[src/sv/radix_partition_count_scatter_unit_macros.svh]
// assertion macros shared by the radix partition unit
// needs a clock named clock and a reset named reset in the including scope
`ifndef RADIX_PARTITION_COUNT_SCATTER_UNIT_MACROS_SVH
`define RADIX_PARTITION_COUNT_SCATTER_UNIT_MACROS_SVH

// same-cycle implication, skipped while reset is high
`define RPCS_ASSERT_SAME(label, ante, cons) \
   label: assert property (@(posedge clock) disable iff (reset) (ante) |-> (cons)) \
      else $error("rpcs same-cycle check failed");

// next-cycle implication, skipped while reset is high
`define RPCS_ASSERT_NEXT(label, ante, cons) \
   label: assert property (@(posedge clock) disable iff (reset) (ante) |=> (cons)) \
      else $error("rpcs next-cycle check failed");

`endif

[src/sv/rpcs_pkg.sv]
// types and constants of the radix partition count/scatter unit
// no dependencies; imported by the controller, the datapath and the top level
package rpcs_pkg;

   // request operation codes
   localparam logic [1:0] OP_CLEAR   = 2'd0;
   localparam logic [1:0] OP_COUNT   = 2'd1;
   localparam logic [1:0] OP_SCATTER = 2'd2;

   // configuration register indexes
   localparam logic REG_RADIX_BIT_COUNT = 1'b0;
   localparam logic REG_BYPASS          = 1'b1;

   localparam logic [3:0] RADIX_BIT_COUNT_RESET = 4'd10;

   localparam int BUCKET_ID_W = 10;
   localparam int SLOT_W      = 16;
   localparam int ROW_W       = 16;
   localparam int SIZE_W      = 17;
   localparam int PADDR_W     = 3;

   typedef struct packed {
      logic [1:0]         op;
      logic signed [31:0] key_value;
   } req_type;

   typedef struct packed {
      logic [BUCKET_ID_W-1:0] bucket_id;
      logic [SLOT_W-1:0]      slot_in_bucket;
      logic [ROW_W-1:0]       row_number;
      logic [SIZE_W-1:0]      bucket_size;
      logic                   overflow;
   } rsp_type;

   // controller to datapath
   typedef struct packed {
      logic capture;     // latch bucket of the incoming request, start table read
      logic commit;      // write back the updated entry
      logic scatter;     // committed request is a scatter
      logic clear_step;  // zero one table entry of the sweep
   } cmd_type;

   // datapath to controller
   typedef struct packed {
      logic sweep_last;  // sweep is at the last entry
      logic out_free;    // result register can take a new result
   } status_type;

endpackage

[src/sv/rpcs_ctrl.sv]
// controller state machine of the radix partition unit
// depends on rpcs_pkg; drives rpcs_datapath through cmd_type
module rpcs_ctrl
   import rpcs_pkg::*;
(
   input  logic       clock,
   input  logic       reset,
   input  logic       req_valid,
   input  logic [1:0] req_op,
   output logic       req_stall,
   input  status_type status,
   output cmd_type    cmd
);

   localparam logic [1:0] ST_IDLE  = 2'd0;
   localparam logic [1:0] ST_EXEC  = 2'd1;
   localparam logic [1:0] ST_SWEEP = 2'd2;

   logic [1:0] state_ff, state_in;
   logic       scatter_ff, scatter_in;

   assign req_stall = (state_ff != ST_IDLE);

   always_comb begin
      state_in   = state_ff;
      scatter_in = scatter_ff;
      cmd        = '0;
      cmd.scatter = scatter_ff;
      unique case (state_ff)
         ST_IDLE: begin
            if (req_valid) begin
               unique case (req_op)
                  OP_CLEAR: begin
                     state_in = ST_SWEEP;
                  end
                  OP_COUNT: begin
                     cmd.capture = 1'b1;
                     scatter_in  = 1'b0;
                     state_in    = ST_EXEC;
                  end
                  OP_SCATTER: begin
                     cmd.capture = 1'b1;
                     scatter_in  = 1'b1;
                     state_in    = ST_EXEC;
                  end
                  default: begin
                     // unused code is dropped
                     state_in = ST_IDLE;
                  end
               endcase
            end
         end
         ST_EXEC: begin
            // a scatter waits until its result has somewhere to go
            if (!scatter_ff || status.out_free) begin
               cmd.commit = 1'b1;
               state_in   = ST_IDLE;
            end
         end
         ST_SWEEP: begin
            cmd.clear_step = 1'b1;
            if (status.sweep_last) begin
               state_in = ST_IDLE;
            end
         end
         default: begin
            state_in = ST_IDLE;
         end
      endcase
   end

   always_ff @(posedge clock) begin
      if (reset) begin
         state_ff   <= ST_SWEEP;
         scatter_ff <= 1'b0;
      end else begin
         state_ff   <= state_in;
         scatter_ff <= scatter_in;
      end
   end

endmodule

[config.mk]
export PLATFORM = sky130hd
export DESIGN_NAME = rpcs_ctrl
export DESIGN_NICKNAME = d
export VERILOG_FILES = /design/src/sv/radix_partition_count_scatter_unit_macros.svh /design/src/sv/rpcs_pkg.sv /design/src/sv/rpcs_ctrl.sv
export SDC_FILE = /design/constraint.sdc
export NUM_CORES = 1
export LEC_CHECK = 0
export BUFFER_PORTS_ARGS = -buffer_cell sky130_fd_sc_hd__buf_2
export CAP_MARGIN = 10
export CORE_AREA = 4 4 41 43
export CTS_CLUSTER_SIZE = 20
export DETAILED_ROUTE_END_ITERATION = 16
export DIE_AREA = 0 0 45 47
export PLACE_DENSITY_LB_ADDON = 0.25
export SLEW_MARGIN = 10
export SYNTH_ARGS = -nofsm -noshare
export SYNTH_HDL_FRONTEND = slang
export SYNTH_SLANG_ARGS = --single-unit
[constraint.sdc]
create_clock -name clock -period 1.9 [get_ports clock]
set_clock_uncertainty 0.15 [all_clocks]
set_input_delay 0.19 -clock clock [delete_from_list [all_inputs] [get_ports clock]]
set_output_delay 0.19 -clock clock [all_outputs]
set_load 0.005 [all_outputs]
==> results.py, run 1 <==
metrics = {
    "global_route": {
        "grt_pass1_vias": 233,
        "antenna_found_initial": 0,
        "grt_max_degree": 7,
        "grt_pass1_wl_um": 883,
        "gr-total-overflow": 0,
        "grtUsageTotal": 0.0608,
    },
    "setup_path": {
        "crit_path_cell_trace": "and4bb_4, buf_2",
        "crit_path_max_incr_delay_ns": 0.36,
        "worstPathArrival_ns": 1.04,
        "crit_slowest_cell": "and4bb_4",
        "cp.required_ns": 1.56,
        "crit_path_end_kind": "primary output",
        "r2r_start": "state_ff[1]$_SDFFE_PP1P_",
        "rr_endpoint": "scatter_ff$_SDFFE_PP0P_",
        "rr_worst_depth": 2,
        "path_class": "reg2out",
        "cp_top_family": "simple AND/OR/NAND/NOR gates",
        "r2r_setup_slack_ns": 0.79,
        "worstSetupStartpointType": "register",
        "worstPathMaxFanout": 6,
        "cp_num_buf_inv": 1,
    },
    "cells_and_area": {
        "fill_cells": 151,
        "nets": 45,
        "antenna_cells": 0,
        "syn2layout_area_growth_pct": 44.8,
        "layout_commonest_cell": "buf_2",
        "most-common-layout-cells": "buf_2 (11), inv_1 (3), clkbuf_4 (3), dfxtp_1 (3)",
        "drive_gt1_frac": 0.429,
    },
    "clock_tree": {
        "cts_hold_buf": 0,
        "cts_setup_buffers": 0,
        "clkTransAtPathRegs_ns": 0.04,
        "clk_latency_ns": 0.23,
        "ctsResizeCount": 0,
        "clock_path_buffers": 2,
        "cts_buffers": 3,
        "cts_max_level": 1,
        "numClockSinks": 3,
        "tritoncts": "built",
        "clockRootBuffer": "clkbuf_4",
    },
    "synth": {
        "yosysWarningCount": 0,
        "seq_area_frac_synth": 0.291,
        "synth_seq_cells": 3,
        "syn_area_per_cell_sq_um": 9.83,
        "ys_top_cells_by_area": "dfxtp_1 (29%), ha_1 (12%), and4bb_4 (7.9%), nor3b_1 (7.3%), and4bb_1 (6.1%)",
        "synth_top_area_share": 0.291,
        "synth_area_sq_um": 206,
        "syn_inst": 21,
        "syn-num-nets": 30,
        "synth_cell_type_count": 13,
        "synth_top_cell_by_area": "dfxtp_1",
    },
    "die": {
        "initial_core_util": 0.159,
        "core_sq_um": 1300,
        "die_h_um": 47,
        "num_rows": 13,
        "fp.dieArea_sq_um": 2120,
        "io_pins": 12,
        "fp.dieW_um": 45,
    },
    "sta": {
        "period_minus_slack_ns": 1.38,
        "relSlewSlack": 0.888,
        "setup_tns_ns": 0,
        "fmax_ghz": 0.723,
        "final-setup-viol-count": 0,
        "hold_viol_final": 0,
        "slew_violations": 0,
        "rsz0062_at_grt": "false",
        "fin_crit_sh": 0.728,
        "tightest_slew_ns": 0.168,
        "holdWs_ns": 0.0539,
    },
    "route": {
        "drt_iter0_markers": 1,
        "wl_per_cell_um": 9.64,
        "num_vias": 192,
        "routed_wl_um": 482,
        "drc": 0,
        "viasPerCell": 3.84,
        "antenna_left": 0,
        "drt_pass1_iterations": 2,
    },
    "run_status": {
        "outcome": "finished, final reports clean",
    },
    "place": {
        "portBuffers": 11,
        "routabilityCongestion": 0.642,
    },
    "min_path": {
        "worstHoldEndpoint": "state_ff[1]$_SDFFE_PP1P_",
        "min_path_type": "in2reg",
        "hold_path_depth": 2,
        "hp-start": "reset",
    },
    "flow_run": {
        "maxCapViolations": 0,
    },
    "power_and_ir_drop": {
        "ir_drop_mv": 0.238,
        "power.density_nw_per_um2": 698,
        "cellLeakagePower_nw": 0.157,
    },
}
flip-flops by register name, indices dropped and copies added (netlist names):
name / flops
scatter_ff: 1
state_ff: 2
area by class of cell:
type | count | area [sq um] | area share
Timing Repair Buffer | 11 | 55.1 | 0.184
Multi-Input combinational cell | 14 | 128 | 0.427
Tap cell | 15 | 18.8 | 0.0628
Inverter | 3 | 11.3 | 0.0377
Sequential cell | 3 | 60.1 | 0.201
Clock buffer | 4 | 26.3 | 0.0879
worst max path at each step:
stage,start,endpoint,slack (ns),cells past startpoint
floorplan,req_op[0],state_ff[0]$_SDFFE_PP0P_,0.77,4
global placement,req_op[0],cmd[3],0.62,5
detailed placement,req_op[0],cmd[3],0.62,5
CTS,state_ff[1]$_SDFFE_PP1P_,cmd[3],0.50,2
global route,state_ff[1]$_SDFFE_PP1P_,cmd[3],0.45,2
finish,state_ff[1]$_SDFFE_PP1P_,cmd[3],0.52,2
per-stage QoR:
step | setup WS, ns | instance area (sq um) | instances | util | power (mW)
2_1_floorplan | 0.766 | 206 | 21 | - | 0.0858
3_3_place_gp | 0.622 | 273 | 46 | 0.210 | 0.100
3_5_place_dp | 0.623 | 273 | 46 | 0.210 | 0.101
4_1_cts | 0.500 | 299 | 50 | 0.230 | 0.215
5_1_grt | 0.448 | 299 | 50 | 0.230 | 0.230
6_report | 0.516 | 299 | 50 | 0.230 | 0.209
layer usage:
| layer | vias to the layer above | wire (um) | share of wire | GRT usage |
|---|---|---|---|---|
| met4 | 0 | 0 | 0 | 0.0351 |
| met5 | - | 0 | 0 | 0 |
| met1 | 80 | 220 | 0.46 | 0.0705 |
| li1 | 101 | - | - | - |
| met2 | 11 | 195 | 0.40 | 0.0819 |
| met3 | 0 | 66 | 0.14 | 0.0421 |
cells by family after synthesis:
| logic type | count (synthesis) | share of synthesized area |
|---|---|---|
| AO/OA/AOI/OAI | 2 | 0.0970 |
| adder cells (fa/ha/maj) | 2 | 0.121 |
| buffers and inverters | 4 | 0.0909 |
| flip-flops | 3 | 0.291 |
| multiplexers | 1 | 0.0485 |
| AND/OR/NAND/NOR | 9 | 0.351 |
Yosys cell counts, drive strengths merged:
cell    count
dfxtp       3
inv         3
and4bb      2
ha          2
nand2b      2
nor2b       2
nor3b       2
a311o       1
buf         1
mux2i       1
nor2        1
o21ba       1
worst register-to-register path: cells and delay by family, from the launching register on:
family / cells / cell delay (ns)
AND/OR/NAND/NOR: 1 / 0.36
multiplexers: 1 / 0.18
flip-flops: 1 / 0.34
report_power, final:
part | total, mW | internal, mW | switching [mW]
combinational | 0.0298 | 0.0181 | 0.0117
sequential | 0.0696 | 0.0662 | 0.00338
clock | 0.109 | 0.0786 | 0.0308
Power figures use the tool's default switching activity.
==> inputs of run 2 (changes only) <==
ABC_AREA = 1   (was not set)
clock period = 1.1 ns   (was 1.9 ns; I/O delays follow)
==> run 2 against run 1 <==
Against the previous run: the flow now finishes with violations (negative setup slack); setup slack lost 0.61 ns; cell area grew 31%; clock power grew 76%; final cell count grew 34%; power grew 95%; clock-buffer cell count is the same; combinational power grew to 3.0 times the previous value; die area is the same; critical path depth grew 2; critical path type unchanged; critical endpoint unchanged; highest routed layer unchanged.
==> results.py, run 2 <==
metrics = {
    "cells_and_area": {
        "largest_reg_flops": 2,
        "fin_util": 0.302,
        "nets": 62,
        "fin_cells": 67,
        "antenna_cells": 0,
        "top_register": "state_ff",
        "layout_commonest_cell": "buf_2",
        "most-common-layout-cells": "buf_2 (9), inv_1 (6), nor2_1 (5)",
        "fill_cells": 158,
        "drive_gt1_frac": 0.577,
        "syn2layout_area_growth_pct": 80.5,
        "reg.largest.list": "state_ff x2, scatter_ff x1",
    },
    "setup_path": {
        "cp_num_buf_inv": 2,
        "crit_path_cell_trace": "nor2_4, nand3_2, clkinv_2, buf_6",
        "rr_worst_depth": 5,
        "r2r_setup_slack_ns": 0,
        "worstPathArrival_ns": 0.93,
        "crit_slowest_cell": "dfxtp_4",
        "crit_path_end_kind": "primary output",
        "worstSetupStartpointType": "register",
        "r2r_start": "state_ff[0]$_SDFFE_PP0P_",
        "path_class": "reg2out",
        "worstPathMaxFanout": 3,
        "cp_top_family": "flip-flops",
        "rr_endpoint": "scatter_ff$_SDFFE_PP0P_",
        "crit_path_max_incr_delay_ns": 0.35,
        "cp.required_ns": 0.84,
    },
    "sta": {
        "holdWs_ns": 0.0301,
        "tightest_slew_ns": 0.114,
        "final-setup-viol-count": 3,
        "fmax_ghz": 0.841,
        "period_minus_slack_ns": 1.19,
        "relSlewSlack": 0.924,
        "fin_crit_sh": 1.08,
        "fin_ws_ns": -0.0891,
        "hold_viol_final": 0,
        "slew_violations": 0,
        "rsz0062_at_grt": "true",
    },
    "synth": {
        "synth_common_cells": "inv_1 (9), nor2_1 (6), nand2_1 (5)",
        "synth_top_cell_by_area": "dfxtp_1",
        "synthArstFlopShare": 0,
        "synth_seq_cells": 3,
        "ys_top_cells_by_area": "dfxtp_1 (28%), inv_1 (16%), ha_1 (11%), nor2_1 (10%), nand2_1 (8.6%)",
        "seq_area_frac_synth": 0.276,
        "synth_enable_flop_cells": 0,
        "synth_area_sq_um": 218,
        "yosysMostFrequentCell": "inv_1",
        "synth_top_area_share": 0.276,
        "syn_area_per_cell_sq_um": 6.40,
        "syn-num-nets": 43,
        "ys.flop_type": "dfxtp_1",
        "yosysWarningCount": 0,
        "synth_cell_type_count": 14,
        "syn_inst": 34,
    },
    "min_path": {
        "min_path_type": "in2reg",
        "hp-start": "status[0]",
        "hold_path_depth": 4,
        "worstHoldEndpoint": "state_ff[0]$_SDFFE_PP0P_",
    },
    "route": {
        "drt_iter0_markers": 2,
        "drc": 0,
        "antenna_left": 0,
        "drt_pass1_iterations": 2,
        "routed_wl_um": 532,
        "wl_per_cell_um": 7.94,
        "num_vias": 242,
        "viasPerCell": 3.61,
    },
    "flow_run": {
        "maxCapViolations": 0,
    },
    "global_route": {
        "grt_pass1_vias": 262,
        "gr-total-overflow": 0,
        "antenna_found_initial": 0,
        "grtUsageTotal": 0.0726,
        "grt_max_degree": 6,
        "grt_pass1_wl_mm": 1.01,
    },
    "clock_tree": {
        "clockRootBuffer": "clkbuf_4",
        "cts_buffers": 3,
        "tritoncts": "built",
        "numClockSinks": 3,
        "clkTransAtPathRegs_ns": 0.04,
        "clock_path_buffers": 2,
        "clk_latency_ns": 0.23,
        "cts_max_level": 1,
    },
    "die": {
        "fp.dieArea_sq_um": 2120,
        "die_h_um": 47,
        "initial_core_util": 0.167,
        "fp.dieW_um": 45,
        "num_rows": 13,
        "core_sq_um": 1300,
        "io_pins": 12,
    },
    "place": {
        "place_inst": 59,
        "routabilityCongestion": 0.601,
        "post-dp-hpwl_um": 400,
        "portBuffers": 11,
    },
    "power_and_ir_drop": {
        "cellLeakagePower_nw": 0.207,
        "ir_drop_mv": 0.435,
        "power.density_nw_per_um2": 1040,
    },
    "run_status": {
        "outcome": "finished, violations left",
        "violations": "negative setup slack",
    },
}
[run 2: cell types whose count changed after synthesis, sizes merged, moves of 2 or more]
| cell | change |
|---|---|
| nand2b | -2 |
| inv | +6 |
| and4bb | -2 |
| nor3b | -2 |
| nor2 | +6 |
| nor2b | -2 |
| nand2 | +5 |
[run 2: worst max path at each step]
stage                                  start                      end  slack (ns)  cells after the start
finish              state_ff[0]$_SDFFE_PP0P_                   cmd[3]       -0.09                      4
global route        state_ff[0]$_SDFFE_PP0P_                   cmd[3]       -0.14                      4
CTS                 state_ff[1]$_SDFFE_PP1P_                   cmd[3]       -0.11                      4
detailed placement                 req_op[1]  scatter_ff$_SDFFE_PP0P_      -0.002                      6
global placement                   req_op[0]  scatter_ff$_SDFFE_PP0P_       0.003                      6
floorplan           state_ff[0]$_SDFFE_PP0P_  scatter_ff$_SDFFE_PP0P_        0.13                      4
[run 2: cell families (layout without fill, tap and decap cells)]
logic type / count (synthesis) / in the layout / synth area share
flip-flops: 3 / 3 / 0.276
AO/OA/AOI/OAI: 2 / 2 / 0.0459
AND/OR/NAND/NOR: 16 / 16 / 0.351
buffers and inverters: 11 / 29 / 0.213
adder cells (fa/ha/maj): 2 / 2 / 0.115
[run 2: worst reg2reg max path, stage by stage, from the launching register on]
cell and delay [ns]:
dfxtp_4 0.35, nor2_4 0.12, nand3_2 0.08, buf_4 0.15
o21ai_2 0.10, nor2_1 0.04
[run 2: stage by stage]
step / setup TNS (ns) / area (sq um) / power (mW) / setup slack, ns
after global placement: 0 / 284 / 0.186 / 0.00298
after detailed placement: -0.00213 / 284 / 0.185 / -0.00213
after global routing: -0.458 / 393 / 0.447 / -0.145
final: -0.173 / 393 / 0.407 / -0.0891
after floorplan: 0 / 218 / 0.160 / 0.129
after CTS: -0.231 / 368 / 0.406 / -0.108
[run 2: final cells by class]
cell class	count	area (sq um)	share of cell area
Multi-Input combinational cell	20	135	0.344
Clock buffer	4	26.3	0.0669
Sequential cell	3	68.8	0.175
Inverter	10	43.8	0.111
Tap cell	15	18.8	0.0478
Timing Repair Buffer	15	100	0.255
[run 2: timing repair]
action | CTS | global route
hold buffers | 1 | 0
hold endpoints to repair | 2 | 0
setup endpoints to repair | 4 | 6
pin swaps | 2 | 3
setup buffers | 2 | 1
gates resized for setup | 12 | 7
[run 2: power breakdown]
part           internal, mW  switching (mW)
Combinational        0.0494          0.0397
Sequential            0.114          0.0112
Clock                 0.136          0.0563
Total                 0.300           0.107
[run 2: routing by layer]
layer | GRT usage | wire, um | part of all wire
met5 | 0 | 0 | 0
met4 | 0.0526 | 0 | 0
met3 | 0.0460 | 58 | 0.11
met2 | 0.102 | 228 | 0.43
met1 | 0.0792 | 245 | 0.46
